<file path="config.mk">
export PLATFORM = sky130hd
export DESIGN_NAME = bounded_line_assembler_flat
export DESIGN_NICKNAME = d
export VERILOG_FILES = /design/src/bla_pkg.sv /design/src/bla_item_if.sv /design/src/bla_line_if.sv /design/src/bla_ctrl.sv /design/src/bla_dp.sv /design/src/bounded_line_assembler.sv /design/src/flat_wrapper.sv
export SDC_FILE = /design/constraint.sdc
export NUM_CORES = 1
export LEC_CHECK = 0
export BUFFER_PORTS_ARGS = -buffer_cell sky130_fd_sc_hd__buf_2
export CAP_MARGIN = 40
export CORE_UTILIZATION = 40
export CTS_CLUSTER_DIAMETER = 200
export DETAILED_ROUTE_END_ITERATION = 16
export PLACE_DENSITY = 0.53
export SETUP_SLACK_MARGIN = 0.02
export SLEW_MARGIN = 20
export SYNTH_ARGS = -nofsm -noshare
export SYNTH_HDL_FRONTEND = slang
export SYNTH_SLANG_ARGS = --single-unit
</file>
<file path="constraint.sdc">
create_clock -name clk -period 3.71 [get_ports clk]
set_clock_uncertainty 0.1 [all_clocks]
set_input_delay 0 -clock clk [delete_from_list [all_inputs] [get_ports clk]]
set_output_delay 0 -clock clk [all_outputs]
set_load 0.005 [all_outputs]
</file>
<file path="src/bla_pkg.sv">
// Shared constants, codes and controller/datapath types of the line assembler.
package bla_pkg;

	localparam int LINE_CAP = 64;
	localparam int IDX_W = $clog2(LINE_CAP);
	localparam int FILL_W = IDX_W + 1;
	localparam int LIM_W = 7;
	localparam logic [7:0] NEWLINE_BYTE = 8'd10;
	localparam logic [LIM_W-1:0] LIMIT_RESET = LIM_W'(LINE_CAP);

	typedef enum logic [1:0] {
		KIND_DATA  = 2'd0,
		KIND_EOI   = 2'd1,
		KIND_DROP  = 2'd2,
		KIND_CLEAR = 2'd3
	} kind_t;

	typedef enum logic {
		ST_IDLE = 1'b0,
		ST_EMIT = 1'b1
	} state_t;

	typedef struct packed {
		logic store;
		logic clr_fill;
		logic set_discard;
		logic clr_discard;
		logic set_flag;
		logic clr_flag;
		logic start_emit;
		logic issue;
	} cmd_t;

	typedef struct packed {
		logic is_newline;
		logic discarding;
		logic over;
		logic fits;
		logic fill_zero;
		logic can_issue;
		logic rd_last;
		logic emit_empty;
	} status_t;

endpackage

</file>
<file path="src/bla_item_if.sv">
// Input channel: one stream word per handshake.
interface bla_item_if import bla_pkg::*; ();
	logic       valid;
	logic       ready;
	logic [1:0] kind;
	logic [7:0] data_byte;

	modport source (output valid, output kind, output data_byte, input ready);
	modport sink   (input valid, input kind, input data_byte, output ready);
endinterface

</file>
<file path="src/bla_line_if.sv">
// Output channel: one line byte, or an empty-line marker, per word.
interface bla_line_if import bla_pkg::*; ();
	logic       valid;
	logic       ready;
	logic [7:0] line_byte;
	logic       line_empty;
	logic       line_end;
	logic       long_line_seen;

	modport source (output valid, output line_byte, output line_empty, output line_end,
		output long_line_seen, input ready);
	modport sink   (input valid, input line_byte, input line_empty, input line_end,
		input long_line_seen, output ready);
endinterface

</file>
<file path="src/bla_ctrl.sv">
// Controller: decodes accepted words and sequences the read-out of a line.
module bla_ctrl import bla_pkg::*; (
	input  logic    clk,
	input  logic    arst_n,
	input  logic    in_valid,
	input  kind_t   in_kind,
	output logic    in_ready,
	input  status_t sts,
	output cmd_t    cmd
);

	state_t state_q, state_d;
	logic   fire;

	always_ff @(posedge clk or negedge arst_n) begin
		if (!arst_n) begin
			state_q <= ST_IDLE;
		end else begin
			state_q <= state_d;
		end
	end

	always_comb begin
		state_d  = state_q;
		cmd      = '0;
		in_ready = 1'b0;
		fire     = 1'b0;
		unique case (state_q)
			ST_IDLE: begin
				in_ready = 1'b1;
				fire     = in_valid;
				if (fire) begin
					unique case (in_kind)
						KIND_DATA: begin
							if (sts.is_newline) begin
								cmd.clr_fill = 1'b1;
								priority if (sts.discarding) begin
									cmd.clr_discard = 1'b1;
								end else if (sts.over) begin
									cmd.set_flag = 1'b1;
								end else begin
									cmd.start_emit = 1'b1;
									state_d        = ST_EMIT;
								end
							end else if (!sts.discarding) begin
								if (sts.fits) begin
									cmd.store = 1'b1;
								end else begin
									cmd.set_flag    = 1'b1;
									cmd.set_discard = 1'b1;
									cmd.clr_fill    = 1'b1;
								end
							end
						end
						KIND_EOI: begin
							cmd.clr_fill = 1'b1;
							priority if (sts.discarding) begin
								cmd.clr_discard = 1'b1;
							end else if (!sts.fill_zero) begin
								cmd.start_emit = 1'b1;
								state_d        = ST_EMIT;
							end
						end
						KIND_DROP: begin
							cmd.clr_fill    = 1'b1;
							cmd.clr_discard = 1'b1;
						end
						KIND_CLEAR: begin
							cmd.clr_flag = 1'b1;
						end
						default: ;
					endcase
				end
			end
			ST_EMIT: begin
				if (sts.can_issue) begin
					cmd.issue = 1'b1;
					if (sts.emit_empty || sts.rd_last) begin
						state_d = ST_IDLE;
					end
				end
			end
			default: state_d = ST_IDLE;
		endcase
	end

endmodule

</file>
<file path="src/bla_dp.sv">
// Datapath: line store, fill count, flags, limit register and output pipeline.
module bla_dp import bla_pkg::*; (
	input  logic             clk,
	input  logic             arst_n,
	input  logic             cfg_we,
	input  logic [LIM_W-1:0] cfg_wdata,
	input  logic [7:0]       in_byte,
	input  cmd_t             cmd,
	output status_t          sts,
	bla_line_if.source       lines
);

	logic [7:0]        mem [LINE_CAP];
	logic [LIM_W-1:0]  limit_q;
	logic [LIM_W-1:0]  lim;
	logic [FILL_W-1:0] fill_q;
	logic              discard_q;
	logic              flag_q;
	logic [IDX_W-1:0]  rd_idx_q;
	logic [IDX_W-1:0]  last_idx_q;
	logic              empty_q;

	// read stage: memory data register plus its tags
	logic [7:0] rd_s1;
	logic       valid_s1;
	logic       empty_s1;
	logic       end_s1;
	logic       flag_s1;

	logic       out_valid_q;
	logic [7:0] out_byte_q;
	logic       out_empty_q;
	logic       out_end_q;
	logic       out_flag_q;

	logic out_take;
	logic out_load;

	always_comb begin
		priority if (limit_q == '0) begin
			lim = LIM_W'(1);
		end else if (limit_q > LIM_W'(LINE_CAP)) begin
			lim = LIM_W'(LINE_CAP);
		end else begin
			lim = limit_q;
		end
	end

	assign out_take = out_valid_q && lines.ready;
	assign out_load = valid_s1 && (!out_valid_q || out_take);

	always_comb begin
		sts.is_newline = (in_byte == NEWLINE_BYTE);
		sts.discarding = discard_q;
		sts.over       = (LIM_W'(fill_q) > lim);
		sts.fits       = (LIM_W'(fill_q) < lim);
		sts.fill_zero  = (fill_q == '0);
		sts.can_issue  = !valid_s1 || out_load;
		sts.rd_last    = (rd_idx_q == last_idx_q);
		sts.emit_empty = empty_q;
	end

	always_ff @(posedge clk or negedge arst_n) begin
		if (!arst_n) begin
			limit_q   <= LIMIT_RESET;
			fill_q    <= '0;
			discard_q <= 1'b0;
			flag_q    <= 1'b0;
		end else begin
			if (cfg_we) begin
				limit_q <= cfg_wdata;
			end
			if (cmd.clr_fill) begin
				fill_q <= '0;
			end else if (cmd.store) begin
				fill_q <= fill_q + FILL_W'(1);
			end
			if (cmd.set_discard) begin
				discard_q <= 1'b1;
			end else if (cmd.clr_discard) begin
				discard_q <= 1'b0;
			end
			if (cmd.set_flag) begin
				flag_q <= 1'b1;
			end else if (cmd.clr_flag) begin
				flag_q <= 1'b0;
			end
		end
	end

	always_ff @(posedge clk) begin
		if (cmd.store) begin
			mem[fill_q[IDX_W-1:0]] <= in_byte;
		end
		if (cmd.issue) begin
			rd_s1 <= mem[rd_idx_q];
		end
	end

	// read-out bookkeeping; the line length is latched as fill clears on the same word
	always_ff @(posedge clk) begin
		if (cmd.start_emit) begin
			rd_idx_q   <= '0;
			last_idx_q <= IDX_W'(fill_q - FILL_W'(1));
			empty_q    <= (fill_q == '0);
		end else if (cmd.issue) begin
			rd_idx_q <= rd_idx_q + IDX_W'(1);
		end
		if (cmd.issue) begin
			empty_s1 <= empty_q;
			end_s1   <= empty_q || (rd_idx_q == last_idx_q);
			flag_s1  <= flag_q;
		end
		if (out_load) begin
			out_byte_q  <= empty_s1 ? 8'd0 : rd_s1;
			out_empty_q <= empty_s1;
			out_end_q   <= end_s1;
			out_flag_q  <= flag_s1;
		end
	end

	always_ff @(posedge clk or negedge arst_n) begin
		if (!arst_n) begin
			valid_s1    <= 1'b0;
			out_valid_q <= 1'b0;
		end else begin
			if (cmd.issue) begin
				valid_s1 <= 1'b1;
			end else if (out_load) begin
				valid_s1 <= 1'b0;
			end
			if (out_load) begin
				out_valid_q <= 1'b1;
			end else if (out_take) begin
				out_valid_q <= 1'b0;
			end
		end
	end

	assign lines.valid          = out_valid_q;
	assign lines.line_byte      = out_byte_q;
	assign lines.line_empty     = out_empty_q;
	assign lines.line_end       = out_end_q;
	assign lines.long_line_seen = out_flag_q;

endmodule

</file>
<file path="src/bounded_line_assembler.sv">
// Top level of the bounded line assembler: controller and datapath.
//
//  channel  dir  payload                                        handshake
//  items    in   kind[1:0], data_byte[7:0]                      valid/ready
//  lines    out  line_byte[7:0], line_empty, line_end,          valid/ready
//                long_line_seen
//  cfg      in   cfg_wdata[6:0] (max_line_len)                  cfg_we, no stall
//
// A word that emits nothing leaves the controller idle; ready is high in the next cycle.
// A word that emits a line of n bytes holds off input while the store is read
// out one byte a cycle, when lines.ready does not stall it, through its single
// read port; an empty line is one marker word. Output words pass a read register
// and an output register, so lines.ready low stalls only the read-out. Reset
// clears control state; the line store is not cleared.
module bounded_line_assembler import bla_pkg::*; (
	input  logic             clk,
	input  logic             arst_n,
	input  logic             cfg_we,
	input  logic [LIM_W-1:0] cfg_wdata,
	bla_item_if.sink         items,
	bla_line_if.source       lines
);

	cmd_t    cmd;
	status_t sts;
	kind_t   in_kind;

	assign in_kind = kind_t'(items.kind);

	bla_ctrl u_ctrl (
		.clk      (clk),
		.arst_n   (arst_n),
		.in_valid (items.valid),
		.in_kind  (in_kind),
		.in_ready (items.ready),
		.sts      (sts),
		.cmd      (cmd)
	);

	bla_dp u_dp (
		.clk       (clk),
		.arst_n    (arst_n),
		.cfg_we    (cfg_we),
		.cfg_wdata (cfg_wdata),
		.in_byte   (items.data_byte),
		.cmd       (cmd),
		.sts       (sts),
		.lines     (lines)
	);

endmodule
</file>
<file path="src/flat_wrapper.sv">
// flat-port wrapper written by rule: the top's interface ports become plain ports
module bounded_line_assembler_flat import bla_pkg::*;
  (clk, arst_n, cfg_we, cfg_wdata, items_valid, items_kind, items_data_byte, items_ready, lines_valid, lines_line_byte, lines_line_empty, lines_line_end, lines_long_line_seen, lines_ready);
  bla_item_if items_i ();
  bla_line_if lines_i ();
  input  logic clk;
  input  logic arst_n;
  input  logic cfg_we;
  input  logic [LIM_W-1:0] cfg_wdata;
  input wire logic [$bits(items_i.valid)-1:0] items_valid;
  input wire logic [$bits(items_i.kind)-1:0] items_kind;
  input wire logic [$bits(items_i.data_byte)-1:0] items_data_byte;
  output wire logic [$bits(items_i.ready)-1:0] items_ready;
  output wire logic [$bits(lines_i.valid)-1:0] lines_valid;
  output wire logic [$bits(lines_i.line_byte)-1:0] lines_line_byte;
  output wire logic [$bits(lines_i.line_empty)-1:0] lines_line_empty;
  output wire logic [$bits(lines_i.line_end)-1:0] lines_line_end;
  output wire logic [$bits(lines_i.long_line_seen)-1:0] lines_long_line_seen;
  input wire logic [$bits(lines_i.ready)-1:0] lines_ready;
  assign items_i.valid = items_valid;
  assign items_i.kind = items_kind;
  assign items_i.data_byte = items_data_byte;
  assign items_ready = items_i.ready;
  assign lines_valid = lines_i.valid;
  assign lines_line_byte = lines_i.line_byte;
  assign lines_line_empty = lines_i.line_empty;
  assign lines_line_end = lines_i.line_end;
  assign lines_long_line_seen = lines_i.long_line_seen;
  assign lines_i.ready = lines_ready;
  bounded_line_assembler u_core (.clk(clk), .arst_n(arst_n), .cfg_we(cfg_we), .cfg_wdata(cfg_wdata), .items(items_i), .lines(lines_i));
endmodule
</file>
Yosys cells after proc, flatten, opt, wreduce, memory -nomap -nowiden
Memories as Yosys holds them, arrays and structs flattened. A register that Yosys moved wholly into a read port is not among the register bits.
Cells that the tools add are included.
{"block": "classes", "addsub": 3, "multipliers": 0, "n_div": 0, "magnitude_cmp": 3, "eq_ne": 5, "shift": 0, "mux": 48, "bitwise": 1, "n_reduce_logical": 16}
{"operator": "two-way mux 7 bit", "n": 6}
{"operator": "two-way mux 1 bit", "n": 36}
{"operator": "zero test 7 bit", "n": 2}
{"operator": "nonzero test 2 bit", "n": 5}
{"operator": "equality test 8 x 4 -> 1 bit, second input constant", "n": 1}
{"operator": "adder 7 x 1 -> 7 bit, second input constant", "n": 1}
{"operator": "> comparator 7 bit", "n": 1}
{"operator": "> comparator 7 bit, second input constant", "n": 1}
{"operator": "less-than comparator 7 bit", "n": 1}
{"operator": "adder 6 x 1 -> 6 bit, second input constant", "n": 1}
{"operator": "equality test 6 bit", "n": 1}
{"operator": "one-hot mux 1 bit (2 select lines)", "n": 3}
{"operator": "subtractor 6 x 1 -> 6 bit, second input constant", "n": 1}
{"operator": "equality test 2 bit, second input constant", "n": 2}
{"operator": "logical OR 1 bit", "n": 3}
{"operator": "two-way mux 3 bit", "n": 1}
{"operator": "one-hot mux 1 bit (3 select lines)", "n": 1}
{"operator": "equality test 2 x 1 -> 1 bit, second input constant", "n": 1}
{"operator": "logical AND 1 bit", "n": 2}
{"operator": "zero test 1 bit", "n": 2}
{"operator": "zero test 2 bit", "n": 1}
{"operator": "two-way mux 2 bit", "n": 1}
{"operator": "OR reduction 2 bit", "n": 1}
{"operator": "NOT 1 bit", "n": 1}
{"block": "word_totals", "ff_bits": 46, "latch_bits": 0, "ramBits": 512, "romBits": 0, "out_inout_bits": 13, "elab_cells": 94, "n_memories": 1}
{"memory": "u_core.u_dp.mem", "depth": 64, "word_bits": 8, "rd": 1, "rd_ports_with_merged_regs": 1, "write_ports": 1, "line": "bla_dp.sv:13", "text": "logic [7:0] mem [LINE_CAP];"}

Logic depth before layout (Yosys ltp)
Gate-level depths: netlist of the first run.
{"block": "depth", "depth_word": 12, "depth_mapped": 10}

Cells and area by module
From an unflattened synthesis of the first run, not the netlist that was laid out.
{"block": "unflattened", "cells_unflattened": 1190, "area_unflattened_um2": 22626.7}
{"module": "bla_dp", "instances": 1, "cells_per_inst": 1160, "area_per_inst_um2": 22371.5}
{"module": "bla_ctrl", "instances": 1, "cells_per_inst": 30, "area_per_inst_um2": 255.2}

Worst setup path before layout of the first run
No wires, ideal clock.
{"block": "synth_path", "kind": "reg2reg", "from": "reg u_core.u_dp.limit_q[6]", "to": "mem u_core.u_dp.mem[44][0], enable pin", "t_arrival_ns": 2.575, "required_ns": 3.240, "setup_slack_ns": 0.664, "stages_incl_launch_ff": 10, "synth_period_minus_slack_ns": 3.046, "path_cell_list": "dfstp_2 -> inv_1 -> nand2_1 -> ha_1 -> nor2b_1 -> o21ai_0 -> a21oi_2 -> nor4b_1 -> nand3_1 -> nor2_1"}
{"block": "synth_between", "elab_chain_len": 12, "word_cells_on_any_way": 13, "classes_between": "2 x order compare; 10 x mux; 1 x reduce/logical"}
{"element": "from (decl)", "line": "bla_dp.sv:14", "text": "logic [LIM_W-1:0] limit_q;"}
{"element": "from (signal assigned)", "line": "bla_dp.sv:71", "text": "limit_q <= cfg_wdata;"}
{"element": "> comparator 7 bit", "line": "bla_dp.sv:42", "text": "end else if (limit_q > LIM_W'(LINE_CAP)) begin"}
{"element": "two-way mux 7 bit", "line": "bla_dp.sv:42"}
{"element": "two-way mux 7 bit (*)", "line": "bla_dp.sv:40", "text": "priority if (limit_q == '0) begin"}
{"element": "less-than comparator 7 bit (*)", "line": "bla_dp.sv:56", "text": "sts.fits = (LIM_W'(fill_q) < lim);"}
{"element": "two-way mux 1 bit (*)", "line": "bla_ctrl.sv:46", "text": "if (sts.fits) begin"}
{"element": "two-way mux 3 bit (*)", "line": "bla_ctrl.sv:45", "text": "end else if (!sts.discarding) begin"}
{"element": "two-way mux 1 bit (*)", "line": "bla_ctrl.sv:35", "text": "if (sts.is_newline) begin"}
{"element": "two-way mux 1 bit (*)", "line": "bla_ctrl.sv:33", "text": "unique case (in_kind)"}
{"element": "two-way mux 7 bit (*)", "line": "bla_ctrl.sv:32", "text": "if (fire) begin"}
{"element": "two-way mux 7 bit (*)", "line": "bla_ctrl.sv:28", "text": "unique case (state_q)"}
{"element": "two-way mux 1 bit (*)", "line": "bla_dp.sv:92", "text": "if (cmd.store) begin"}
{"element": "two-way mux 1 bit (not written as such) (*)", "line": "bla_dp.sv:93", "text": "mem[fill_q[IDX_W-1:0]] <= in_byte;"}
{"element": "to (decl)", "line": "bla_dp.sv:13"}
Every way passes the cells marked *; elsewhere a longest branch is shown, timed or not.

Worst setup path in the final report of the first run
{"block": "layout_path", "from": "reg u_core.u_dp.limit_q[6]", "to": "mem u_core.u_dp.mem[20][6], enable pin"}
The elaborated chain is that of the path after synthesis.

==> impl_metrics.env, run 1 <==
export IMPL_layout_nets=1393
export IMPL_routed_wirelength_mm=56.1
export IMPL_syn_area_per_cell_um2=19.2
export IMPL_whs_ns=0.00114
export IMPL_critPathKind="flip-flop to flip-flop"
export IMPL_postCtsResizedCells=0
export IMPL_synth_top_cell_by_area="sky130_fd_sc_hd__edfxtp_1"
export IMPL_grt_start_max_net_pins=65
export IMPL_cts_repair_timing_setup_buffer_count=0
export IMPL_seq_power_share_pct=45.9
export IMPL_effective_utilization_at_floorplan_pct=40.6
export IMPL_sw_frac_of_total_pct=27.1
export IMPL_slew_headroom_pct=42.1
export IMPL_antenna_violating_nets_post_route=0
export IMPL_critical_path_required_ns=3.92
export IMPL_power_report_internal_total_mw=11.8
export IMPL_ctsHtreeMaxLevel=2
export IMPL_dieWidth_um=239
export IMPL_power_share_clock_pct=33.5
export IMPL_dp_final_hpwl_mm=35.5
export IMPL_insertedDiodeCount=0
export IMPL_max_freq_ghz=0.315
export IMPL_cts_path_max_buffers=3
export IMPL_netlist_area_leader_share_pct=72.6
export IMPL_layout_cells_most_common_list="sky130_fd_sc_hd__edfxtp_1 (541), sky130_fd_sc_hd__buf_4 (123), sky130_fd_sc_hd__mux4_2 (104), sky130_fd_sc_hd__nor2_1 (92), sky130_fd_sc_hd__mux2i_1 (67)"
export IMPL_number_of_antenna_violations_at_the_first_check_in_global_routing=4
export IMPL_cts_root_buffer="sky130_fd_sc_hd__clkbuf_16"
export IMPL_number_of_placement_rows=86
export IMPL_holdCritPathClass="input port to flip-flop"
export IMPL_synth_ff_latch_count=566
export IMPL_endpoint_kind="flip-flop"
export IMPL_first_global_vias=12000
export IMPL_run_status="completed"
export IMPL_groute_usage_overall_pct=20.2
export IMPL_drt_first_iter_violations=959
export IMPL_finalSetupViolations=0
export IMPL_p_sw_mw=4.37
export IMPL_yosys_most_used_dff="sky130_fd_sc_hd__edfxtp_1"
export IMPL_grt_overflow=0
export IMPL_totalNegativeSetupSlack_ns=0
export IMPL_average_wire_length_per_cell_after_detail_routing_um=26.1
export IMPL_lkg_pwr_nw=8.62
export IMPL_period_minus_slack_ns=3.18
export IMPL_yosysSeqAreaShare_pct=75.2
export IMPL_finalHoldViolations=0
export IMPL_syn_to_final_growth_pct=17.4
export IMPL_rsz0062_at_grt="no"
export IMPL_layout_commonest_cell="sky130_fd_sc_hd__edfxtp_1"
export IMPL_clkLatencyLatePin_ns=0.61
export IMPL_die_span_y_um=239
export IMPL_cts_made_buffers=58
export IMPL_cts_num_sinks=566
export IMPL_io_pin_count=35
export IMPL_drc=0
export IMPL_synth_cells=1165
export IMPL_drive_gt1_share_pct=27.0
export IMPL_async_reset_ff_share_pct=3.36
export IMPL_viasPerCell=5.36
export IMPL_synth_warning_count=0
export IMPL_cap_violations=0
export IMPL_drt_pass1_iter_count=5
export IMPL_grt_first_pass_wirelength_mm=82.7
export IMPL_worst_setup_hold_path_clk_slew_ns=0.06
export IMPL_power_density_mw_per_mm2=614
export IMPL_worst_ep_arrival_time_ns=3.38
export IMPL_min_period_over_period_pct=85.6
export IMPL_synth_fp_nets=1203
export IMPL_core_area_mm2=0.0552
export IMPL_crit_path_start_kind="flip-flop"
export IMPL_placement_io_buffers=34
export IMPL_finalPower_mw=16.1
export IMPL_number_of_flops_mapped_to_enable_cells_by_yosys=541
export IMPL_power_frac_comb_pct=20.6
export IMPL_die_area_mm2=0.0569
export IMPL_cts_tree="done"
export IMPL_instances_no_fill=2148
export IMPL_finalCoreUtilization_pct=47.6
export IMPL_synth_top_cells_by_area="sky130_fd_sc_hd__edfxtp_1 (73%), sky130_fd_sc_hd__mux4_2 (10%), sky130_fd_sc_hd__mux2i_1 (3.0%)"
export IMPL_post_place_cells=2014
export IMPL_synth_area_mm2=0.0224
export IMPL_synth_distinct_cells=58
export IMPL_via_total_after_detailed_routing=11500
export IMPL_peakVddDrop_mv=0.425
export IMPL_globalplace_congestion=0.848
export IMPL_worst_slew_pin_tran_ns=0.867
export IMPL_critical_path_max_fanout=10
export IMPL_timing_max_transition_violations_final=0
-- layout make-up --
class,instances,area (um^2)
tap,748,936
timing repair buffer,191,1470
fill,4605,28900
clock inverter,33,189
clock buffer,72,1570
sequential,566,16900
multi-input combinational,527,5240
inverter,11,41.3
-- per-layer routing --
layer / share of wire [%] / track usage, % / vias to the layer above
met5: 0.059 / 0 / -
met4: 2.9 / 6.72 / 4
met3: 5.5 / 3.52 / 91
met2: 47 / 31.9 / 329
met1: 44 / 28.5 / 6008
li1: - / - / 5080
-- worst max-delay path: stages, from the launching register on --
cell and delay, ns:
sky130_fd_sc_hd__dfstp_2 0.53, sky130_fd_sc_hd__inv_1 0.10, sky130_fd_sc_hd__nand2_1 0.08, sky130_fd_sc_hd__ha_1 0.23, sky130_fd_sc_hd__nor2b_1 0.13, sky130_fd_sc_hd__o21ai_0 0.19
sky130_fd_sc_hd__a21oi_2 0.18, sky130_fd_sc_hd__nor4b_1 0.34, sky130_fd_sc_hd__buf_4 0.18, sky130_fd_sc_hd__nand3_1 0.11, sky130_fd_sc_hd__buf_4 0.18, sky130_fd_sc_hd__nor2_1 0.25
sky130_fd_sc_hd__buf_4 0.25
-- registers in the layout, summed over array words and instances, names as in the netlist, 6 cells and up --
register / count
u_core.u_dp.last_idx_q: 6
u_core.u_dp.limit_q: 7
u_core.u_dp.fill_q: 7
u_core.u_dp.rd_idx_q: 6
u_core.u_dp.lines.line_byte: 8
u_core.u_dp.rd_s1: 8
u_core.u_dp.mem: 512
-- power groups by stage --
stage | registers [mW] | logic, mW | clock network (mW)
after floorplan | 7.33 | 2.28 | 0
after global placement | 7.53 | 3.34 | 0
after detailed placement | 7.54 | 3.34 | 0
after CTS | 7.40 | 3.38 | 5.52
after global routing | 7.41 | 3.56 | 5.74
final | 7.40 | 3.32 | 5.41
-- through the flow --
stage               area, um^2  setup slack, ns
global placement         24200            0.504
floorplan                22400            0.664
CTS                      26300            0.528
global route             26300            0.337
finish                   26300            0.534
detailed placement       24200            0.553
-- cells in the mapped netlist (4+ instances only) --
cell and instances:
sky130_fd_sc_hd__nand3b_1 6, sky130_fd_sc_hd__nand3_1 9, sky130_fd_sc_hd__mux2_2 7, sky130_fd_sc_hd__nor2b_1 16
sky130_fd_sc_hd__nand4_1 5, sky130_fd_sc_hd__buf_1 18, sky130_fd_sc_hd__o22ai_1 9, sky130_fd_sc_hd__a22oi_1 12
sky130_fd_sc_hd__clkbuf_1 17, sky130_fd_sc_hd__nand2b_1 4, sky130_fd_sc_hd__dfrtp_1 18, sky130_fd_sc_hd__ha_1 16
sky130_fd_sc_hd__inv_1 11, sky130_fd_sc_hd__nand2_1 31, sky130_fd_sc_hd__edfxtp_1 541, sky130_fd_sc_hd__a22o_1 6
sky130_fd_sc_hd__o21ai_0 21, sky130_fd_sc_hd__o221ai_1 15, sky130_fd_sc_hd__nor2_1 92, sky130_fd_sc_hd__a211oi_1 12
sky130_fd_sc_hd__xnor2_1 12, sky130_fd_sc_hd__buf_2 21, sky130_fd_sc_hd__mux4_2 104, sky130_fd_sc_hd__dfxtp_1 6
sky130_fd_sc_hd__mux2i_1 67, sky130_fd_sc_hd__nor3_1 9, sky130_fd_sc_hd__a21oi_1 25, sky130_fd_sc_hd__xor2_1 9
-- cells by family after synthesis --
kind of cell / after synthesis / synth area share (%)
flops: 566 / 75.2
fa+ha+maj: 16 / 0.894
mux: 178 / 13.8
xor+xnor: 21 / 0.821
simple gates: 195 / 4.29
buf+inv: 72 / 1.44
compound gates: 117 / 3.53
-- repair_timing --
action,CTS,global route
hold endpoints to repair,69,0
endpoints found under the setup margin,0,0
hold buffers,27,0
-- worst paths after layout --
path	from	end	slack [ns]	depth (start not counted)
min in group asynchronous	arst_n	u_core.u_dp.limit_q[6]	0.32	3
setup / recovery	u_core.u_dp.limit_q[6]	u_core.u_dp.mem[20][6]	0.53	12
hold reg to reg	u_core.u_dp.end_s1	u_core.u_dp.lines.line_end	0.34	0
hold / removal	items_data_byte[3]	u_core.u_dp.mem[32][3]	0.001	2
setup reg to reg	u_core.u_dp.limit_q[6]	u_core.u_dp.mem[20][6]	0.53	12
max in group asynchronous	arst_n	u_core.u_dp.discard_q	2.30	5
Note: power is estimated with default switching activity, not from simulation.
==> inputs of run 2 (changes only) <==
- MAX_ROUTING_LAYER: default -> met4
==> impl_metrics.env, run 2 (same netlist as run 1, synthesis figures left out) <==
export IMPL_run_status="completed"
export IMPL_effective_utilization_at_floorplan_pct=40.6
export IMPL_global_route_usage_met1_pct=28.5
export IMPL_cts_root_buffer="sky130_fd_sc_hd__clkbuf_16"
export IMPL_period_minus_slack_ns=3.15
export IMPL_antenna_violating_nets_post_route=0
export IMPL_grt_start_max_net_pins=65
export IMPL_critPathKind="flip-flop to flip-flop"
export IMPL_totalNegativeSetupSlack_ns=0
export IMPL_slew_headroom_pct=41.1
export IMPL_drt_first_iter_violations=1098
export IMPL_layout_commonest_cell="sky130_fd_sc_hd__edfxtp_1"
export IMPL_gr_busiest_metal="met2"
export IMPL_cts_num_sinks=566
export IMPL_grt_use_met2_pct=31.9
export IMPL_post_place_cells=2014
export IMPL_power_report_internal_total_mw=11.8
export IMPL_layout_cells_most_common_list="sky130_fd_sc_hd__edfxtp_1 (541), sky130_fd_sc_hd__buf_4 (123), sky130_fd_sc_hd__mux4_2 (104), sky130_fd_sc_hd__nor2_1 (92), sky130_fd_sc_hd__mux2i_1 (67)"
export IMPL_drt_pass1_iter_count=5
export IMPL_finalPower_mw=16.1
export IMPL_worst_ep_arrival_time_ns=3.36
export IMPL_cp_slowest_stage_delay_ns=0.53
export IMPL_placement_io_buffers=34
export IMPL_path_cells="inv_1 > nand2_1 > ha_1 > nor2b_1 > o21ai_0 > a21oi_2 > nor4b_1 > buf_4 > nand3_1 > buf_4 > nor2_1 > buf_4"
export IMPL_grt_first_pass_wirelength_mm=82.6
export IMPL_clkLatencyLatePin_ns=0.61
export IMPL_globalplace_congestion=0.861
export IMPL_drc=0
export IMPL_n_fill_cell=4608
export IMPL_critPathBufInv=4
export IMPL_crit_path_start_kind="flip-flop"
export IMPL_ctsHtreeMaxLevel=2
export IMPL_largest_register_ffs=512
export IMPL_die_area_mm2=0.0569
export IMPL_average_wire_length_per_cell_after_detail_routing_um=26.1
export IMPL_layout_nets=1393
export IMPL_power_share_clock_pct=33.5
export IMPL_syn_to_final_growth_pct=17.5
export IMPL_timing_max_transition_violations_final=0
export IMPL_finalCoreUtilization_pct=47.6
export IMPL_viasPerCell=5.36
export IMPL_lkg_pwr_nw=8.62
export IMPL_max_freq_ghz=0.317
export IMPL_first_global_vias=11900
export IMPL_grt_overflow=0
export IMPL_whs_ns=0.0117
export IMPL_post_dp_cell_area_mm2=0.0242
export IMPL_power_frac_comb_pct=20.6
export IMPL_number_of_antenna_violations_at_the_first_check_in_global_routing=4
export IMPL_cts_made_buffers=58
export IMPL_critical_path_required_ns=3.92
export IMPL_critical_path_slowest_cell="sky130_fd_sc_hd__dfstp_2"
export IMPL_cts_tree="done"
export IMPL_grt_use_met3_pct=3.52
export IMPL_via_total_after_detailed_routing=11500
export IMPL_cts_path_max_buffers=3
export IMPL_finalSetupViolations=0
export IMPL_drive_gt1_share_pct=27.0
export IMPL_endpoint_kind="flip-flop"
export IMPL_io_pin_count=35
export IMPL_sw_frac_of_total_pct=27.1
export IMPL_p_sw_mw=4.37
export IMPL_dieWidth_um=239
export IMPL_dp_final_hpwl_mm=35.5
export IMPL_worst_setup_hold_path_clk_slew_ns=0.06
export IMPL_groute_usage_overall_pct=20.9
export IMPL_holdCritPathClass="input port to flip-flop"
export IMPL_postCtsResizedCells=0
export IMPL_cts_repair_timing_setup_buffer_count=0
export IMPL_power_density_mw_per_mm2=614
export IMPL_cts_hold_buffers_added=27
export IMPL_core_area_mm2=0.0552
export IMPL_routed_wirelength_mm=56.1
export IMPL_cap_violations=0
export IMPL_worst_slack_ns=0.560
export IMPL_die_span_y_um=239
export IMPL_worst_slew_pin_tran_ns=0.882
export IMPL_instances_no_fill=2150
export IMPL_critPathMostFrequentCell="sky130_fd_sc_hd__buf_4"
export IMPL_design_area_mm2=0.0263
export IMPL_critical_path_max_fanout=10
export IMPL_rsz0062_at_grt="no"
export IMPL_seq_power_share_pct=45.9
export IMPL_min_period_over_period_pct=84.9
export IMPL_critical_path_top_delay_family="simple AND/OR/NAND/NOR gates"
export IMPL_peakVddDrop_mv=0.427
export IMPL_pre_cts_slack_ns=0.553
export IMPL_number_of_placement_rows=86
export IMPL_finalHoldViolations=0
[run 2: cell types whose count changed in the layout (fill, tap and decap cells not counted), sizes merged]
cell,delta
diode,+2
[run 2: power groups by stage]
stage                     Sequential [mW]  Clock [mW]  Combinational, mW
after floorplan                      7.33           0               2.28
after global routing                 7.41        5.74               3.56
after CTS                            7.40        5.52               3.38
after global placement               7.53           0               3.34
after detailed placement             7.54           0               3.34
final                                7.40        5.41               3.33
[run 2: metal layers]
| metal | routed length, um | up-vias |
|---|---|---|
| met3 | 3240 | 87 |
| met5 | 0 | - |
| met1 | 24800 | 6007 |
| met2 | 26400 | 342 |
| li1 | - | 5088 |
| met4 | 1610 | 0 |
[run 2: worst paths after layout]
check                                       start                    endpoint  slack [ns]  depth (start not counted)
setup / recovery           u_core.u_dp.limit_q[6]      u_core.u_dp.mem[20][6]        0.56                         12
hold / removal                 items_data_byte[3]      u_core.u_dp.mem[32][3]        0.01                          2
setup reg to reg           u_core.u_dp.limit_q[6]      u_core.u_dp.mem[20][6]        0.56                         12
hold reg to reg                u_core.u_dp.end_s1  u_core.u_dp.lines.line_end        0.34                          0
max in group asynchronous                  arst_n       u_core.u_dp.discard_q        2.31                          5
min in group asynchronous                  arst_n      u_core.u_dp.limit_q[6]        0.31                          3
[run 2: final cells by class]
type	instances	area (um^2)	share of cell area, %
flip-flops and latches	566	16900	64.1
multi-input cells	527	5240	19.9
well taps	748	936	3.56
repair buffers	191	1470	5.60
clock inverters	33	189	0.718
diodes	2	5.00	0.0190
clock buffers	72	1570	5.96
inverters	11	41.3	0.157
==> inputs of run 3 (changes only) <==
- ABC_AREA: default -> 1
- clock period: 3.71 -> 3.1 ns (I/O delays scaled with it)
==> impl_metrics.env, run 3 <==
export IMPL_run_status="completed"
export IMPL_layout_commonest_cell="sky130_fd_sc_hd__nand2_1"
export IMPL_finalCoreUtilization_pct=48.2
export IMPL_async_reset_ff_share_pct=3.36
export IMPL_crit_path_start_kind="flip-flop"
export IMPL_critPathKind="flip-flop to flip-flop"
export IMPL_synth_warning_count=0
export IMPL_grt_first_pass_wirelength_mm=102
export IMPL_ctsHtreeMaxLevel=2
export IMPL_yosys_most_used_dff="sky130_fd_sc_hd__edfxtp_1"
export IMPL_number_of_antenna_violations_at_the_first_check_in_global_routing=2
export IMPL_average_wire_length_per_cell_after_detail_routing_um=21.2
export IMPL_placement_io_buffers=34
export IMPL_cap_violations=0
export IMPL_slew_headroom_pct=45.2
export IMPL_timing_max_transition_violations_final=0
export IMPL_core_area_mm2=0.0594
export IMPL_drt_first_iter_violations=1541
export IMPL_synth_top_cell_by_area="sky130_fd_sc_hd__edfxtp_1"
export IMPL_drt_pass1_iter_count=7
export IMPL_drc=0
export IMPL_post_place_cells=3089
export IMPL_critical_path_max_fanout=8
export IMPL_io_pin_count=35
export IMPL_lkg_pwr_nw=11.4
export IMPL_peakVddDrop_mv=0.449
export IMPL_finalHoldViolations=0
export IMPL_finalSetupViolations=0
export IMPL_die_span_y_um=248
export IMPL_cts_root_buffer="sky130_fd_sc_hd__clkbuf_16"
export IMPL_grt_start_max_net_pins=115
export IMPL_first_global_vias=16500
export IMPL_worst_setup_hold_path_clk_slew_ns=0.06
export IMPL_max_freq_ghz=0.339
export IMPL_syn_area_per_cell_um2=10.7
export IMPL_top_cells_by_instance_count_after_synthesis="sky130_fd_sc_hd__nand2_1 (762), sky130_fd_sc_hd__edfxtp_1 (541), sky130_fd_sc_hd__nand3_1 (296)"
export IMPL_whs_ns=0.0256
export IMPL_cts_tree="done"
export IMPL_period_minus_slack_ns=2.95
export IMPL_min_period_over_period_pct=95.1
export IMPL_routed_wirelength_mm=68.6
export IMPL_instances_no_fill=3242
export IMPL_n_fill_cell=5411
export IMPL_cts_made_buffers=61
export IMPL_design_area_mm2=0.0286
export IMPL_layout_cells_most_common_list="sky130_fd_sc_hd__nand2_1 (755), sky130_fd_sc_hd__edfxtp_1 (541), sky130_fd_sc_hd__nand3_1 (296), sky130_fd_sc_hd__inv_1 (206), sky130_fd_sc_hd__nor2_1 (162)"
export IMPL_post_dp_cell_area_mm2=0.0259
export IMPL_netlist_area_leader_share_pct=67.2
export IMPL_number_of_flops_mapped_to_enable_cells_by_yosys=541
export IMPL_effective_utilization_at_floorplan_pct=40.7
export IMPL_synth_top_cells_by_area="sky130_fd_sc_hd__edfxtp_1 (67%), sky130_fd_sc_hd__nand2_1 (12%), sky130_fd_sc_hd__nand3_1 (6.1%)"
export IMPL_groute_usage_overall_pct=23.6
export IMPL_power_density_mw_per_mm2=796
export IMPL_syn_to_final_growth_pct=18.5
export IMPL_synth_area_mm2=0.0242
export IMPL_insertedDiodeCount=0
export IMPL_critical_path_required_ns=3.34
export IMPL_number_of_placement_rows=89
export IMPL_worst_ep_arrival_time_ns=3.19
export IMPL_via_total_after_detailed_routing=16600
export IMPL_largest_register_ffs=512
export IMPL_cts_num_sinks=566
export IMPL_viasPerCell=5.12
export IMPL_grt_overflow=0
export IMPL_clkLatencyLatePin_ns=0.63
export IMPL_worst_slew_pin_tran_ns=0.819
export IMPL_dp_final_hpwl_mm=42.7
export IMPL_endpoint_kind="flip-flop"
export IMPL_synth_fp_nets=2305
export IMPL_drive_gt1_share_pct=12.7
export IMPL_holdCritPathClass="input port to flip-flop"
export IMPL_synth_distinct_cells=31
export IMPL_dieWidth_um=248
export IMPL_antenna_violating_nets_post_route=0
export IMPL_rsz0062_at_grt="yes"
export IMPL_die_area_mm2=0.0614
export IMPL_cts_path_max_buffers=3
export IMPL_synth_cells=2267
export IMPL_globalplace_congestion=0.854
export IMPL_finalPower_mw=22.8
export IMPL_post_synth_top_count_cell="sky130_fd_sc_hd__nand2_1"
export IMPL_synth_ff_latch_count=566
export IMPL_layout_nets=2455
export IMPL_yosysSeqAreaShare_pct=69.7
==> run 3: cell count changes in the layout (fill, tap and decap cells not counted), moves of 14 or more <==
| cell | delta |
|---|---|
| sky130_fd_sc_hd__buf_4 | -20 |
| sky130_fd_sc_hd__bufinv_16 | +14 |
| sky130_fd_sc_hd__inv_1 | +195 |
| sky130_fd_sc_hd__mux2i_1 | -67 |
| sky130_fd_sc_hd__mux4_2 | -104 |
| sky130_fd_sc_hd__nand2_1 | +724 |
| sky130_fd_sc_hd__nand3_1 | +287 |
| sky130_fd_sc_hd__nor2_1 | +70 |
| sky130_fd_sc_hd__nor2_2 | +22 |
| sky130_fd_sc_hd__nor2b_1 | -16 |
| sky130_fd_sc_hd__o211ai_1 | +26 |
| sky130_fd_sc_hd__o221ai_1 | -15 |
==> run 3: repair_timing <==
item / CTS / global route
hold buffers: 36 / 0
setup buffers: 0 / 1
setup endpoints to repair: 0 / 373
gates resized for setup: 0 / 40
endpoints found under the hold margin: 212 / 0
==> run 3: logic make-up (layout without fill, tap and decap cells) <==
| family | count (synthesis) | in the layout | synth area share [%] |
|---|---|---|---|
| compound gates | 90 | 90 | 2.15 |
| xor+xnor | 13 | 13 | 0.471 |
| fa+ha+maj | 16 | 16 | 0.828 |
| buf+inv | 326 | 528 | 5.49 |
| flops | 566 | 566 | 69.7 |
| mux | 4 | 4 | 0.186 |
| simple gates | 1252 | 1252 | 21.2 |
==> run 3: where the power goes <==
group          leakage, nW  internal (mW)  total, mW  switching [mW]
Combinational         5.16           1.68       5.89            4.21
Sequential            5.16           8.59       8.80           0.206
Clock                 1.09           4.99       8.11            3.12
Total                 11.4           15.3       22.8            7.54
==> run 3: path summary, 6_finish.rpt <==
path	depth (start not counted)	slack, ns	from	end
max reg2reg	16	0.15	u_core.u_dp.limit_q[4]	u_core.u_dp.mem[5][4]
min in group asynchronous	3	0.34	arst_n	u_core.u_dp.limit_q[6]
max	16	0.15	u_core.u_dp.limit_q[4]	u_core.u_dp.mem[5][4]
min reg2reg	0	0.34	u_core.u_dp.end_s1	u_core.u_dp.lines.line_end
max in group asynchronous	5	1.66	arst_n	u_core.u_dp.limit_q[3]
min	2	0.03	items_data_byte[4]	u_core.u_dp.mem[37][4]
==> run 3: final cells by class <==
type / instances / area [um^2] / share of cell area (%)
Sequential cell: 566 / 16800 / 58.9
Multi-Input combinational cell: 1375 / 6080 / 21.2
Timing Repair Buffer: 194 / 1640 / 5.73
Clock buffer: 66 / 1600 / 5.58
Tap cell: 773 / 967 / 3.38
Inverter: 219 / 830 / 2.90
Clock inverter: 49 / 668 / 2.33
==> run 3: through the flow <==
| step | worst slack (ns) | TNS, ns |
|---|---|---|
| 6_report | 0.151 | 0 |
| 5_1_grt | -0.0129 | -0.316 |
| 4_1_cts | 0.0736 | 0 |
| 3_5_place_dp | 0.0972 | 0 |
| 3_3_place_gp | 0.0627 | 0 |
| 2_1_floorplan | 0.298 | 0 |
==> run 3: routing by layer <==
| metal | up-vias | share of wire [%] | global-route usage (%) |
|---|---|---|---|
| met5 | - | 0 | - |
| met4 | 0 | 3.9 | 8.72 |
| met3 | 139 | 6.3 | 3.87 |
| met2 | 529 | 46 | 36.6 |
| met1 | 8079 | 43 | 31.1 |
| li1 | 7847 | - | - |
==> run 3: worst max-delay path, stage by stage (launching register included) <==
cell                      delay (ns)
sky130_fd_sc_hd__dfrtp_1        0.40
sky130_fd_sc_hd__nor4_2         0.27
sky130_fd_sc_hd__nand3_1        0.13
sky130_fd_sc_hd__nand2_1        0.11
sky130_fd_sc_hd__nand2_1        0.06
sky130_fd_sc_hd__ha_1           0.28
sky130_fd_sc_hd__nand2_2        0.06
sky130_fd_sc_hd__inv_1          0.05
sky130_fd_sc_hd__a21oi_2        0.13
sky130_fd_sc_hd__nand2_2        0.11
sky130_fd_sc_hd__inv_2          0.08
sky130_fd_sc_hd__nand2_4        0.06
sky130_fd_sc_hd__nor2_4         0.23
sky130_fd_sc_hd__nand2_2        0.11
sky130_fd_sc_hd__buf_12         0.18
sky130_fd_sc_hd__nor2_1         0.09
sky130_fd_sc_hd__buf_4          0.19
